**config.mk**
```make
export PLATFORM = sky130hd
export DESIGN_NAME = base64_stream_encoder
export DESIGN_NICKNAME = d
export VERILOG_FILES = /design/src/design/b64enc_pkg.sv /design/src/design/base64_stream_encoder.sv /design/src/design/b64enc_front.sv /design/src/design/b64enc_fifo.sv /design/src/design/b64enc_back.sv
export SDC_FILE = /design/constraint.sdc
export NUM_CORES = 1
export LEC_CHECK = 0
export ABC_AREA = 1
export BUFFER_PORTS_ARGS = -buffer_cell sky130_fd_sc_hd__buf_2
export CAP_MARGIN = 20
export CORE_MARGIN = 10
export CORE_UTILIZATION = 40
export DETAILED_ROUTE_END_ITERATION = 6
export GPL_ROUTABILITY_DRIVEN = 0
export PLACE_DENSITY_LB_ADDON = 0.15
export SLEW_MARGIN = 5
export SYNTH_ARGS = -nofsm -noshare
export SYNTH_HDL_FRONTEND = slang
export SYNTH_HIERARCHICAL = 1
export SYNTH_SLANG_ARGS = --single-unit
```
**constraint.sdc**
```tcl
create_clock -name clk_i -period 3 [get_ports clk_i]
set_input_delay 0.45 -clock clk_i [delete_from_list [all_inputs] [get_ports clk_i]]
set_output_delay 0.45 -clock clk_i [all_outputs]
set_load 0.02 [all_outputs]
```
**src/design/b64enc_pkg.sv**
```systemverilog
// Package: shared types, constants and the base64 character map for the stream encoder.
`timescale 1ns / 1ps

package b64enc_pkg;

  // Default depth of the queue between front and back
  localparam int unsigned QUEUE_DEPTH = 2;

  // Pad character '='
  localparam logic [6:0] PAD_CHAR = 7'd61;

  // Bytes held in the current group
  typedef enum logic [1:0] {
    POS_EMPTY = 2'd0,
    POS_ONE   = 2'd1,
    POS_TWO   = 2'd2,
    POS_SPARE = 2'd3
  } group_pos_e;

  // Input beat
  typedef struct packed {
    logic [7:0] data_byte;
    logic       final_byte;
  } in_beat_t;

  // Output beat: one quad of characters
  typedef struct packed {
    logic [6:0] first_char;
    logic [6:0] second_char;
    logic [6:0] third_char;
    logic [6:0] fourth_char;
    logic       stream_end;
  } out_beat_t;

  // Completed group handed from front to back
  typedef struct packed {
    logic [23:0] triple;
    logic [1:0]  count;
    logic        last;
  } group_t;

  // Six-bit value to standard-alphabet ASCII
  function automatic logic [6:0] b64_char(input logic [5:0] six);
    logic [6:0] v;
    v = {1'b0, six};
    if (six < 6'd26) begin
      b64_char = v + 7'd65;
    end else if (six < 6'd52) begin
      b64_char = v + 7'd71;
    end else if (six < 6'd62) begin
      b64_char = v - 7'd4;
    end else if (six == 6'd62) begin
      b64_char = 7'd43;
    end else begin
      b64_char = 7'd47;
    end
  endfunction

endpackage

```
**src/design/base64_stream_encoder.sv**
```systemverilog
// Top level: streaming base64 encoder, front end, group queue and back end.
`timescale 1ns / 1ps

// Takes one byte per beat and returns one quad of four base64 characters for each
// group of three bytes, or for a short group ended by final_byte, padded with '='.
// Sustained rate is one byte per cycle while in_stall_o is low; a quad passes
// from the beat that completes its group through a queue entry, written at the
// accepting edge, to the output register in the back, loaded when the back takes it.
// The group queue of QDepth entries lets the byte side keep running for that many
// quads while the output side is stalled; in_stall_o rises only when it is full.
// After a final byte the next beat starts a new stream.
module base64_stream_encoder #(
  parameter int unsigned QDepth = b64enc_pkg::QUEUE_DEPTH
) (
  input  logic                  clk_i,
  input  logic                  rst_ni,
  input  logic                  in_valid_i,
  input  b64enc_pkg::in_beat_t  in_beat_i,
  output logic                  in_stall_o,
  output logic                  out_valid_o,
  output b64enc_pkg::out_beat_t out_beat_o,
  input  logic                  out_stall_i
);

  logic               q_full, q_push, q_pop, q_valid;
  b64enc_pkg::group_t push_group, pop_group;

  b64enc_front u_front (
    .clk_i        (clk_i),
    .rst_ni       (rst_ni),
    .in_valid_i   (in_valid_i),
    .in_beat_i    (in_beat_i),
    .in_stall_o   (in_stall_o),
    .q_full_i     (q_full),
    .push_o       (q_push),
    .push_group_o (push_group)
  );

  b64enc_fifo #(
    .Depth (QDepth)
  ) u_fifo (
    .clk_i        (clk_i),
    .rst_ni       (rst_ni),
    .push_i       (q_push),
    .push_group_i (push_group),
    .full_o       (q_full),
    .pop_i        (q_pop),
    .valid_o      (q_valid),
    .pop_group_o  (pop_group)
  );

  b64enc_back u_back (
    .clk_i       (clk_i),
    .rst_ni      (rst_ni),
    .q_valid_i   (q_valid),
    .q_group_i   (pop_group),
    .pop_o       (q_pop),
    .out_valid_o (out_valid_o),
    .out_beat_o  (out_beat_o),
    .out_stall_i (out_stall_i)
  );

endmodule

```
**src/design/b64enc_front.sv**
```systemverilog
// Front end: accepts byte beats and assembles groups of up to three bytes.
`timescale 1ns / 1ps

module b64enc_front (
  input  logic                clk_i,
  input  logic                rst_ni,
  input  logic                in_valid_i,
  input  b64enc_pkg::in_beat_t in_beat_i,
  output logic                in_stall_o,
  input  logic                q_full_i,
  output logic                push_o,
  output b64enc_pkg::group_t  push_group_o
);

  b64enc_pkg::group_pos_e pos_q, pos_d;
  logic [15:0]            held_q, held_d;
  logic                   accept;
  logic [15:0]            merged;

  assign in_stall_o = q_full_i;
  assign accept     = in_valid_i && !q_full_i;
  assign merged     = {held_q[15:8], in_beat_i.data_byte};

  // Group assembly
  always_comb begin
    pos_d        = pos_q;
    held_d       = held_q;
    push_o       = 1'b0;
    push_group_o = '0;
    if (accept) begin
      case (pos_q)
        b64enc_pkg::POS_ONE: begin
          if (in_beat_i.final_byte) begin
            push_o       = 1'b1;
            push_group_o = '{triple: {merged, 8'h00}, count: 2'd2, last: 1'b1};
            pos_d        = b64enc_pkg::POS_EMPTY;
            held_d       = '0;
          end else begin
            pos_d  = b64enc_pkg::POS_TWO;
            held_d = merged;
          end
        end
        b64enc_pkg::POS_TWO: begin
          push_o       = 1'b1;
          push_group_o = '{triple: {held_q, in_beat_i.data_byte}, count: 2'd3,
                           last: in_beat_i.final_byte};
          pos_d        = b64enc_pkg::POS_EMPTY;
          held_d       = '0;
        end
        default: begin
          // empty group (the spare code behaves the same)
          if (in_beat_i.final_byte) begin
            push_o       = 1'b1;
            push_group_o = '{triple: {in_beat_i.data_byte, 16'h0000}, count: 2'd1,
                             last: 1'b1};
            pos_d        = b64enc_pkg::POS_EMPTY;
            held_d       = '0;
          end else begin
            pos_d  = b64enc_pkg::POS_ONE;
            held_d = {in_beat_i.data_byte, 8'h00};
          end
        end
      endcase
    end
  end

  always_ff @(posedge clk_i or negedge rst_ni) begin
    if (!rst_ni) begin
      pos_q  <= b64enc_pkg::POS_EMPTY;
      held_q <= '0;
    end else begin
      pos_q  <= pos_d;
      held_q <= held_d;
    end
  end

  // Spare position is never entered
  a_pos_legal: assert property (@(posedge clk_i) disable iff (!rst_ni)
    pos_q != b64enc_pkg::POS_SPARE)
    else $error("front: group position reached spare code");

  // A group is pushed only for an accepted beat
  a_push_on_accept: assert property (@(posedge clk_i) disable iff (!rst_ni)
    push_o |-> (in_valid_i && !in_stall_o))
    else $error("front: push without an accepted beat");

endmodule

```
**src/design/b64enc_fifo.sv**
```systemverilog
// Queue: small FIFO of completed groups between front and back.
`timescale 1ns / 1ps

module b64enc_fifo #(
  parameter int unsigned Depth = b64enc_pkg::QUEUE_DEPTH
) (
  input  logic               clk_i,
  input  logic               rst_ni,
  input  logic               push_i,
  input  b64enc_pkg::group_t push_group_i,
  output logic               full_o,
  input  logic               pop_i,
  output logic               valid_o,
  output b64enc_pkg::group_t pop_group_o
);

  localparam int unsigned PtrW = (Depth > 1) ? $clog2(Depth) : 1;
  localparam int unsigned CntW = $clog2(Depth + 1);

  b64enc_pkg::group_t mem_q [Depth];
  logic [PtrW-1:0]    wr_ptr_q, wr_ptr_d;
  logic [PtrW-1:0]    rd_ptr_q, rd_ptr_d;
  logic [CntW-1:0]    cnt_q, cnt_d;
  logic               do_push, do_pop;

  assign full_o      = (cnt_q == CntW'(Depth));
  assign valid_o     = (cnt_q != '0);
  assign pop_group_o = mem_q[rd_ptr_q];
  assign do_push     = push_i && !full_o;
  assign do_pop      = pop_i && valid_o;

  // Pointer and count update
  always_comb begin
    wr_ptr_d = wr_ptr_q;
    rd_ptr_d = rd_ptr_q;
    cnt_d    = cnt_q;
    if (do_push) begin
      wr_ptr_d = (wr_ptr_q == PtrW'(Depth - 1)) ? '0 : wr_ptr_q + 1'b1;
    end
    if (do_pop) begin
      rd_ptr_d = (rd_ptr_q == PtrW'(Depth - 1)) ? '0 : rd_ptr_q + 1'b1;
    end
    if (do_push && !do_pop) begin
      cnt_d = cnt_q + 1'b1;
    end else if (do_pop && !do_push) begin
      cnt_d = cnt_q - 1'b1;
    end
  end

  always_ff @(posedge clk_i or negedge rst_ni) begin
    if (!rst_ni) begin
      wr_ptr_q <= '0;
      rd_ptr_q <= '0;
      cnt_q    <= '0;
    end else begin
      wr_ptr_q <= wr_ptr_d;
      rd_ptr_q <= rd_ptr_d;
      cnt_q    <= cnt_d;
    end
  end

  // Storage, no reset needed
  always_ff @(posedge clk_i) begin
    if (do_push) begin
      mem_q[wr_ptr_q] <= push_group_i;
    end
  end

  a_no_overflow: assert property (@(posedge clk_i) disable iff (!rst_ni)
    !(push_i && full_o))
    else $error("fifo: push while full");

  a_cnt_bound: assert property (@(posedge clk_i) disable iff (!rst_ni)
    cnt_q <= CntW'(Depth))
    else $error("fifo: count above depth");

endmodule

```
**src/design/b64enc_back.sv**
```systemverilog
// Back end: maps a group to four base64 characters and holds the output beat.
`timescale 1ns / 1ps

module b64enc_back (
  input  logic                  clk_i,
  input  logic                  rst_ni,
  input  logic                  q_valid_i,
  input  b64enc_pkg::group_t    q_group_i,
  output logic                  pop_o,
  output logic                  out_valid_o,
  output b64enc_pkg::out_beat_t out_beat_o,
  input  logic                  out_stall_i
);

  logic                  out_valid_q, out_valid_d;
  b64enc_pkg::out_beat_t out_beat_q, quad;

  assign pop_o = q_valid_i && (!out_valid_q || !out_stall_i);

  // Character mapping and padding
  always_comb begin
    quad.first_char  = b64enc_pkg::b64_char(q_group_i.triple[23:18]);
    quad.second_char = b64enc_pkg::b64_char(q_group_i.triple[17:12]);
    quad.third_char  = (q_group_i.count >= 2'd2) ?
                       b64enc_pkg::b64_char(q_group_i.triple[11:6]) : b64enc_pkg::PAD_CHAR;
    quad.fourth_char = (q_group_i.count == 2'd3) ?
                       b64enc_pkg::b64_char(q_group_i.triple[5:0]) : b64enc_pkg::PAD_CHAR;
    quad.stream_end  = q_group_i.last;
  end

  // Output register valid
  always_comb begin
    out_valid_d = out_valid_q;
    if (pop_o) begin
      out_valid_d = 1'b1;
    end else if (!out_stall_i) begin
      out_valid_d = 1'b0;
    end
  end

  always_ff @(posedge clk_i or negedge rst_ni) begin
    if (!rst_ni) begin
      out_valid_q <= 1'b0;
    end else begin
      out_valid_q <= out_valid_d;
    end
  end

  always_ff @(posedge clk_i) begin
    if (pop_o) begin
      out_beat_q <= quad;
    end
  end

  assign out_valid_o = out_valid_q;
  assign out_beat_o  = out_beat_q;

endmodule

```
# Word-level counts from Yosys, hierarchy flattened
# Memory sizes are Yosys's and may differ from the RTL's.
# Index checks and enable logic that the tools add are counted.
# totals
reg_bits	52
mem_bits_rw	54
inputBits	13
out_inout_bits	31
n_memories	1
# memory_table
memory	words	width	read_ports	rd_ports_with_merged_regs	wr	line	source
u_fifo.mem_q	2	27	1	0	1	b64enc_fifo.sv:20	b64enc_pkg::group_t mem_q [Depth];
# op_classes
n_addsub	16
n_lt_le_gt_ge	13
n_eq_ne	10
n_mux	37
reduce_logical	15
# op_table
operator	n
$mux W7	12
$mux W27	3
$add A6 B7 Y7 const B	8
$pmux W27 S2	1
$lt A6 B6 Y1 const B	8
$mux W16	2
$pmux W16 S2	1
$sub A6 B3 Y7 const B	4
$eq A6 B6 Y1 const B	4
$lt A6 B5 Y1 const B	4
$mux W3	4
$mux W1	10
$eq A2 B2 Y1 const B	3
$logic_and A1 B1 Y1	6
$mux W2	3
$logic_not A1 Y1	5
$pmux W2 S2	1
$reduce_bool A2 Y1	2
$add A1 B1 Y1 const B	2
$add A2 B1 Y2 const B	1
$eq A2 B1 Y1 const B	1
$ge A2 B2 Y1 const B	1
$ne A2 B1 Y1 const B	1
$ne A2 B2 Y1 const B	1
3 further kinds	3

# Depth between registers and ports, before layout
# Gate-level depths: netlist of the first run.
# depth
word_depth	9
ltp_mapped	15
mapped_depth_nobuf	13

# Modules after synthesis
# Netlist of the first run, hierarchy kept.
# by_module_without_submodules
module	n_inst	cells_each	area_each_um2	seq_area_each_um2
b64enc_back	1	355	2576.2	895.9
b64enc_fifo	1	172	2245.9	1721.7
b64enc_front	1	216	1471.4	450.4

# Worst setup path before layout of the first run
# Ideal clock, no wire load.
# synth_timing
path_type	reg-to-reg
startpoint	register u_fifo.cnt_q[0]
endpoint	register u_fifo.cnt_q[1]
t_arrival_ps	2833
setup_slack_ps	50
stages_incl_launch_ff	11
n_path_buf	0
synth_period_minus_slack_ps	2950
cell_sequence	dfrtp_1 -> inv_2 -> nand2_2 -> inv_1 -> a21oi_1 -> nand2_2 -> ha_1 -> inv_1 -> nand3_1 -> nand2_1 -> nand2_1
# synth_between
word_cells_on_any_way	17
classes_between	2 x add/sub; 1 x eq/ne; 3 x mux; 11 x reduce/logical
# synth_lines
element	line	source
start: declaration	b64enc_fifo.sv:23	logic [CntW-1:0] cnt_q, cnt_d;
start signal: assignment	b64enc_fifo.sv:58	cnt_q <= cnt_d;
$reduce_bool A2 Y1 *	b64enc_fifo.sv:27	assign valid_o = (cnt_q != '0);
named net q_valid	base64_stream_encoder.sv:25	logic q_full, q_push, q_pop, q_valid;
$logic_and A1 B1 Y1 *	b64enc_back.sv:18	assign pop_o = q_valid_i && (!out_valid_q || !out_stall_i);
named net q_pop	base64_stream_encoder.sv:25	
$logic_and A1 B1 Y1 *	b64enc_fifo.sv:30	assign do_pop = pop_i && valid_o;
$logic_not A1 Y1	b64enc_fifo.sv:43	if (do_push && !do_pop) begin
$logic_and A1 B1 Y1	b64enc_fifo.sv:43	
$mux W2 / $reduce_bool A2 Y1 (equally long branches)	-	
# Mark *: on every way through the listed nets, which the timed path passes. The rest lies on a longest branch. The select of a mux whose other input is x is not followed.
# A chain may end at the register's enable or synchronous reset.

==> impl_metrics.ini, run 1 <==
[synth]
synthDistinctLibCells = 35
synth_seq_cells = 106
yosys-top-cells-area = edfxtp_1 40%, nand2_1 16%, dfrtp_1 9.1%
ys_warn_count = 6
synth_top_area_cell = edfxtp_1
ys.flop_type = edfxtp_1
synth.most_common_cell = nand2_1
netlist_area_sq_um = 6290
synth_nets = 781
synthArstFlopShare = 0.217
postSynthCellCount = 743
synth-edff-count = 83
syn_avg_cell_area_sq_um = 8.47
yosysTopAreaCellShare = 0.396
synthTopCellsByCount = 262 x nand2_1, 83 x edfxtp_1, 80 x nand3_1
yosysSeqAreaShare = 0.487

[timing]
tns_ps = 0
maxSlewViolCount = 0
layout_setup_ws_ps = 674
worst_pin_slew_ps = 706
setup_viol = 0
max_freq_mhz = 430
hold_viol = 0
rsz0062_at_grt = no
fin_crit_ps = 2330
fin_skew_ps = 8.67
relSlewSlack = 0.529
period_share = 0.775

[clock_network]
cts-resized-gates = 0
cts_hold_buf = 0
clk_latency_ps = 350
numCtsBuffers = 9
postCtsSetupRepairBufs = 0
clk_pin_slew_ps = 70
cts_tree = yes
htree_levels = 3
clock_path_buffers = 2
clockRootBuffer = clkbuf_16
clock-sinks = 106

[detailed_routing]
via_per_inst = 4.90
post_drt_wl_per_cell_um = 13.6
vias = 4877
postRouteAntennaNets = 0
first_pass_iters = 5
drtIter0Drc = 349
wl_mm = 13.5
drc = 0

[die]
die_height_um = 145
start_util = 0.411
fp.dieW_um = 145
rows = 45
core_sq_um = 15300
dieArea_sq_um = 21200
io_pins = 44

[pwr]
p_leak_nw = 3.18
total_power_mw = 7.54
irDropWorstVdd_mv = 0.447
power_density_nw_per_um2 = 1090

[grt]
grt_pass1_vias = 4601
antenna_found_initial = 0
grt_pass1_wl_mm = 22.9
grt_usage = 0.129
overflow = 0
grt_max_degree = 35

[placed_design]
pre_cts_slack_ps = 677
place_area_sq_um = 6640
io_buffer_count = 43
place_hpwl_mm = 9.55

[setup_path]
crit_path_start = u_fifo/rd_ptr_q
crit_end = u_back/out_beat_o[19]
crit_type = flop to flop
r2r_start = u_fifo/rd_ptr_q
crit_path_end_kind = flop
worst_r2r_endpoint = u_back/out_beat_o[19]
rrSetupSlack_ps = 670
crit_fanout = 28
critPathRequiredTime_ps = 3090
crit_path_start_kind = flop
rr_worst_depth = 11
cp.arrival_ps = 2420

[final_layout]
finalNetCount = 818
layout-drive-gt1-share = 0.154
multi_input_area_sq_um = 2710
final_area_sq_um = 6930
syn_to_final_growth_pct = 10.2
antenna_cells = 0
fillers = 1496
ff_latch_area_sq_um = 3070

[min_path]
hold_class = input port to asynchronous set/reset pin

[job]
cap_viol_max_count = 0

[run_status]
outcome = complete, no violations
-- area by class of cell --
cell class,count,share of cell area
Sequential cell,106,0.443
Multi-Input combinational cell,528,0.391
Inverter,86,0.0491
Tap cell,211,0.0381
Timing Repair Buffer,49,0.0375
Clock buffer,11,0.0336
Clock inverter,5,0.00812
-- critical path, cell delays in order, from the launching register on --
cell,delay [ps]
dfrtp_1,390
inv_2,380
nand2_1,90
nand2_1,230
ha_1,240
inv_1,90
nand2_1,70
nand2_1,50
nand2_1,180
inv_1,140
nor2_1,140
a21oi_2,60
-- through the flow --
| stage | util | hold slack, ps | instances |
|---|---|---|---|
| 2_1_floorplan | - | 154 | 743 |
| 3_3_place_gp | 0.434 | 454 | 980 |
| 3_5_place_dp | 0.434 | 466 | 980 |
| 4_1_cts | 0.453 | 105 | 996 |
| 5_1_grt | 0.453 | 127 | 996 |
| 6_report | 0.453 | 102 | 996 |
-- sequential cells by signal (all words and copies together), names as in the netlist --
name / flops
u_fifo/mem_q: 54
u_back/out_beat_o: 29
u_front/held_q: 16
u_fifo/cnt_q: 2
u_front/pos_q: 2
u_back/out_valid_o: 1
u_fifo/rd_ptr_q: 1
u_fifo/wr_ptr_q: 1
-- logic make-up after synthesis --
logic type / after synthesis / synth area share
adders and majority gates: 25 / 0.0497
buffers and inverters: 109 / 0.0839
DFF: 106 / 0.487
and+or+nand+nor: 431 / 0.308
AOI/OAI and AO/OA: 65 / 0.0612
xor gates and xnor gates: 7 / 0.00974
-- worst min path at each step --
stage / endpoint / cells past startpoint
floorplan: u_back/out_valid_o / 0
global placement: u_fifo/cnt_q[1] / 2
detailed placement: u_fifo/wr_ptr_q / 2
CTS: u_front/held_q[8] / 1
global route: u_front/held_q[8] / 1
finish: u_front/held_q[8] / 1
-- power breakdown --
part | internal, mW | switching [mW]
sequential | 2.24 | 0.153
clock | 0.646 | 0.507
combinational | 1.18 | 2.81
total | 4.07 | 3.47
-- layout by cell type, fill, tap and decap left out, types with 3 or more instances in the layout --
cell type / n
nand2_2: 13
a21oi_2: 4
nor2_1: 43
edfxtp_1: 83
buf_4: 6
nor2_4: 7
nand2_1: 262
buf_2: 43
xor2_1: 4
nand2_4: 6
o21ai_0: 21
a21oi_1: 24
nand3_1: 80
nand4_1: 7
o21ai_2: 8
dfrtp_1: 23
inv_2: 6
ha_1: 25
nor2_2: 7
xnor2_1: 3
nor2_8: 3
clkbuf_16: 9
inv_1: 76
-- metal layers --
metal  routed length, um  GRT usage
met5                   0          0
met4                 209     0.0354
met3                 498     0.0332
met2                6410      0.212
met1                6420      0.164
(Power assumes the default switching activity.)
==> inputs of run 2 (changes only) <==
==> constraint.sdc (replaced) <==
create_clock -name clk_i -period 2.25 [get_ports clk_i]
set_input_delay 0.3375 -clock clk_i [delete_from_list [all_inputs] [get_ports clk_i]]
set_output_delay 0.3375 -clock clk_i [all_outputs]
set_load 0.02 [all_outputs]
==> run 2 against run 1 <==
Power up 35%. Sequential power increased by 33%. Non-clock buffer count up 12. Largest cell class unchanged. Critical path type unchanged. Register-to-register slack worse by 460 ps.
==> impl_metrics.ini, run 2 (synthesis gave the netlist of run 1 again) <==
[setup_path]
critPathRequiredTime_ps = 2350
r2r_start = u_fifo/rd_ptr_q
crit_type = flop to flop
crit_path_start = u_fifo/rd_ptr_q
cp.arrival_ps = 2140
crit_fanout = 16
crit_path_end_kind = flop
crit_path_start_kind = flop
rrSetupSlack_ps = 210

[detailed_routing]
postRouteAntennaNets = 0
drc = 0
wl_mm = 13.6
post_drt_wl_per_cell_um = 13.5
drtIter0Drc = 369
vias = 4921
via_per_inst = 4.88
first_pass_iters = 5

[final_layout]
final_area_sq_um = 7040
regMostFlops = u_fifo/mem_q
layout-drive-gt1-share = 0.167
fin_util = 0.460
syn_to_final_growth_pct = 11.8
fillers = 1504
final_cell_mix = 261 x nand2_1, 83 x edfxtp_1, 80 x nand3_1, 76 x inv_1
largest_reg_flops = 54
antenna_cells = 0
final_common_cell = nand2_1
finalNetCount = 830

[timing]
maxSlewViolCount = 0
relSlewSlack = 0.575
setup_viol = 0
hold_viol = 0
fin_skew_ps = 6.52
rsz0062_at_grt = no
max_freq_mhz = 490
worst_pin_slew_ps = 637
period_share = 0.906
fin_crit_ps = 2040

[die]
start_util = 0.411
core_sq_um = 15300
die_height_um = 145
dieArea_sq_um = 21200
rows = 45
io_pins = 44
fp.dieW_um = 145

[grt]
grt_usage = 0.129
grt_pass1_vias = 4713
grt_max_degree = 35
antenna_found_initial = 0
overflow = 0
grt_pass1_wl_mm = 23.0

[clock_network]
clock-sinks = 106
clockRootBuffer = clkbuf_16
numCtsBuffers = 9
cts_tree = yes
clk_pin_slew_ps = 70
postCtsSetupRepairBufs = 0
clock_path_buffers = 2
htree_levels = 3
clk_latency_ps = 350

[pwr]
p_leak_nw = 3.23
p_clk_frac = 0.143
power_density_nw_per_um2 = 1450
p_sw_mw = 4.70
p_comb_frac = 0.543
p_int_mw = 5.47
swShare = 0.462
pwr-share-seq = 0.314
irDropWorstVdd_mv = 0.416

[placed_design]
io_buffer_count = 43
place_area_sq_um = 6760
place_hpwl_mm = 9.89

[min_path]
holdCritStartpoint = out_stall_i
hold_class = input port to flop

[run_status]
outcome = complete, no violations

[job]
cap_viol_max_count = 0
run 2: changes by cell type in the layout (fill, tap and decap cells not counted), sizes merged:
cell         before  now
buf              49   60
bufinv            1    0
clkbuf           11    9
clkinv            5    6
clkinvlp          1    2
dlygate4sd3       0    1
inv              84   85
run 2: final cells by class:
cell class	instances	area, sq um	area share
Sequential cell	106	3070	0.436
Multi-Input combinational cell	528	2720	0.386
Timing Repair Buffer	61	378	0.0537
Clock buffer	9	225	0.0320
Tap cell	211	264	0.0375
Clock inverter	7	45.0	0.00640
Inverter	86	340	0.0483
run 2: final timing paths:
| check | cells after the start | end |
|---|---|---|
| max in group asynchronous | 2 | u_front/held_q[4] |
| hold reg to reg | 2 | u_fifo/cnt_q[1] |
| setup / recovery | 12 | u_back/out_beat_o[4] |
| min in group asynchronous | 2 | u_front/held_q[15] |
| hold / removal | 3 | u_back/out_valid_o |
| setup reg to reg | 12 | u_back/out_beat_o[4] |
run 2: power by group through the flow:
| stage | combinational [mW] | sequential (mW) | clock [mW] |
|---|---|---|---|
| 3_5_place_dp | 5.53 | 3.24 | 0 |
| 3_3_place_gp | 5.44 | 3.23 | 0 |
| 6_report | 5.53 | 3.19 | 1.46 |
| 2_1_floorplan | 3.87 | 3.56 | 0 |
| 5_1_grt | 6.25 | 3.26 | 1.58 |
| 4_1_cts | 5.55 | 3.20 | 1.51 |
run 2: critical path, cell delays in order, from the launching register on:
cell,delay (ps)
dfrtp_1,400
inv_2,60
buf_4,200
nand2_1,70
nand2_1,160
ha_1,260
inv_1,60
nand2_1,60
nand2_1,60
nand2_1,170
inv_1,100
a21oi_1,140
nand2_1,60
run 2: layer usage:
layer | wire length (um) | share of wire | track usage | up-vias
met4 | 242 | 0.018 | 0.0511 | 0
met2 | 6390 | 0.47 | 0.207 | 121
met1 | 6440 | 0.47 | 0.169 | 2272
met3 | 505 | 0.037 | 0.0236 | 20
met5 | 0 | 0 | 0 | -
li1 | - | - | - | 2508
run 2: repair_timing:
action                                  CTS  global route
hold endpoints to repair                 23             0
hold buffers                              1             0
endpoints found under the setup margin    0             1
gates resized for setup                   0             1
run 2: stage by stage:
step	TNS, ps	setup WS [ps]	power, mW	std cells	hold slack [ps]
2_1_floorplan	-12.9	-12.9	7.44	743	41.9
3_3_place_gp	0	263	8.67	991	360
3_5_place_dp	0	206	8.77	991	352
4_1_cts	0	203	10.3	1008	235
5_1_grt	0	4.73	11.1	1008	240
6_report	0	211	10.2	1008	241
==> inputs of run 3 (changes only) <==
--- a/config.mk
+++ b/config.mk
@@ -16,5 +16,4 @@
 export SLEW_MARGIN = 5
 export SYNTH_ARGS = -nofsm -noshare
 export SYNTH_HDL_FRONTEND = slang
-export SYNTH_HIERARCHICAL = 1
 export SYNTH_SLANG_ARGS = --single-unit
==> run 3 against run 2 <==
Clock skew is 1.9 ps higher. Critical endpoint is now u_back.out_beat_o[26]. Critical path depth is 3 lower. Die area is 5.4% lower. Via count is 15% lower. Critical path type unchanged. Sequential cell count stayed put. Largest power group unchanged. Sequential power hardly changed. Setup slack worse by 9.1 ps. Register-to-register slack hardly changed.
==> impl_metrics.ini, run 3 <==
[setup_path]
worst_r2r_endpoint = u_back.out_beat_o[26]
rrSetupSlack_ps = 200
cp.arrival_ps = 2150
path_cells = buf_12, o21ai_4, inv_1, ha_1, inv_1, o21ai_0, xnor2_1, nand3_1, nand3_1
critPathRequiredTime_ps = 2350
crit_path_start_kind = flop
rr_worst_depth = 9
r2r_start = u_fifo.rd_ptr_q
critical_path_buf_inv_count = 3
critPathMaxStageDelay_ps = 460
crit_type = flop to flop
path_depth = 9
cpLargestDelayFamily = flip-flops
crit_path_end_kind = flop
slowest_stage = dfrtp_2
crit_fanout = 28

[timing]
hold_viol = 0
fin_skew_ps = 8.46
fin_crit_ps = 2050
rsz0062_at_grt = no
layout_setup_ws_ps = 202
period_share = 0.910
maxSlewViolCount = 0
relSlewSlack = 0.618
tns_ps = 0
max_freq_mhz = 488
whs_ps = 214
setup_viol = 0
worst_pin_slew_ps = 571

[grt]
overflow = 0
grt_usage = 0.125
grt_pass1_wl_mm = 20.3
antenna_found_initial = 0
grt_pass1_vias = 4129
grt_max_degree = 30

[die]
start_util = 0.408
rows = 44
fp.dieW_um = 141
dieArea_sq_um = 20000
core_sq_um = 14500
die_height_um = 141
io_pins = 44

[final_layout]
fin_util = 0.464
syn_to_final_growth_pct = 13.8
final_area_sq_um = 6720
regMostFlops = u_fifo.mem_q
final_cell_mix = 141 x nand2_1, 83 x edfxtp_1, 70 x inv_1, 43 x buf_2, 32 x nand3_1
layout-drive-gt1-share = 0.213
finalNetCount = 701
antenna_cells = 0
final_common_cell = nand2_1
fin_cells = 850
largest_reg_flops = 54
fillers = 1356

[placed_design]
place_area_sq_um = 6380
pre_cts_slack_ps = 153
place_hpwl_mm = 9.00
dp.cells = 834
io_buffer_count = 43

[synth]
synth-simple-area-share = 0.199
synthTopCellsByCount = 141 x nand2_1, 83 x edfxtp_1, 70 x inv_1
synth_compound_area_frac = 0.114
ys_warn_count = 0
synth_seq_cells = 106
yosys-top-cells-area = edfxtp_1 42%, dfrtp_1 9.8%, nand2_1 9.0%
yosysSeqAreaShare = 0.520
synth_top_area_cell = edfxtp_1
synthAdderAreaFrac = 0.0551
postSynthCellCount = 606
synth.most_common_cell = nand2_1
netlist_area_sq_um = 5900
yosysTopAreaCellShare = 0.422
synth_nets = 645
synth-edff-count = 83
synth_mux_area_frac = 0
synth_top_family_by_area = simple AND/OR/NAND/NOR gates
synthArstFlopShare = 0.217
ys.flop_type = edfxtp_1
synth-xor-area-share = 0.0341
syn_avg_cell_area_sq_um = 9.74
synthDistinctLibCells = 40

[detailed_routing]
wl_mm = 12.0
drtIter0Drc = 359
vias = 4189
drc = 0
postRouteAntennaNets = 0
post_drt_wl_per_cell_um = 14.1
via_per_inst = 4.93
first_pass_iters = 5

[clock_network]
clockRootBuffer = clkbuf_16
numCtsBuffers = 9
clk_latency_ps = 350
clock-sinks = 106
clk_pin_slew_ps = 70
postCtsSetupRepairBufs = 0
clock_path_buffers = 2
htree_levels = 3
cts_tree = yes

[job]
cap_viol_max_count = 0

[min_path]
whs_endpoint = u_back.out_valid_o
holdCritStartpoint = out_stall_i
holdPathStages = 3
hold_class = input port to flop

[pwr]
irDropWorstVdd_mv = 0.760
p_leak_nw = 2.87
total_power_mw = 10.5
power_density_nw_per_um2 = 1560

[run_status]
outcome = complete, no violations
## run 3: cell types whose count changed in the layout (fill, tap and decap cells not counted), moves of 12 or more
| cell | before | now |
|---|---|---|
| nor2_1 | 43 | 29 |
| o32ai_1 | 0 | 17 |
| inv_2 | 6 | 18 |
| nand3_1 | 80 | 32 |
| xor2_1 | 4 | 17 |
| nand2_1 | 261 | 141 |
| o22ai_1 | 0 | 14 |
## run 3: what timing repair did
item	in CTS	in global routing
hold buffers	1	0
endpoints found under the hold margin	23	0
endpoints found under the setup margin	0	4
gates resized for setup	0	2
## run 3: worst min-delay path: cells and delay by family
kind	cells	cell delay (ps)
buf+inv	1	80
simple gates	2	110
## run 3: worst max-delay path by stage
stage                          startpoint               endpoint  slack (ps)
after floorplan           u_fifo.cnt_q[1]     u_fifo.mem_q[0][0]        -130
after global placement    u_fifo.rd_ptr_q   u_back.out_beat_o[1]         170
after detailed placement  u_fifo.rd_ptr_q  u_back.out_beat_o[26]         150
after CTS                 u_fifo.rd_ptr_q  u_back.out_beat_o[16]         150
after global routing      u_fifo.rd_ptr_q  u_back.out_beat_o[10]           3
final                     u_fifo.rd_ptr_q  u_back.out_beat_o[26]         200
## run 3: metal layers
layer | share of wire | track usage | routed length, um | vias to the layer above
met2 | 0.47 | 0.201 | 5660 | 99
met3 | 0.056 | 0.0407 | 666 | 6
met5 | 0 | 0 | 0 | -
li1 | - | - | - | 2144
met1 | 0.46 | 0.158 | 5540 | 1940
met4 | 0.0090 | 0.0339 | 108 | 0
## run 3: cell families after synthesis
logic type,Yosys count
buffers and inverters,104
AOI/OAI and AO/OA,93
DFF,106
and+or+nand+nor,254
adders and majority gates,26
xor gates and xnor gates,23
## run 3: layout make-up
type                    count  area (sq um)  share of cell area
clock buffers               9           225              0.0335
clock inverters             6          97.6              0.0145
inverters                  91           347              0.0516
multi-input cells         396          2380               0.354
flip-flops and latches    106          3070               0.457
well taps                 184           230              0.0343
repair buffers             58           368              0.0548
## run 3: power breakdown
group / internal [mW] / leakage, nW / switching [mW]
combinational: 1.84 / 1.63 / 3.74
sequential: 3.01 / 1.08 / 0.190
clock: 0.989 / 0.159 / 0.709
total: 5.84 / 2.87 / 4.64
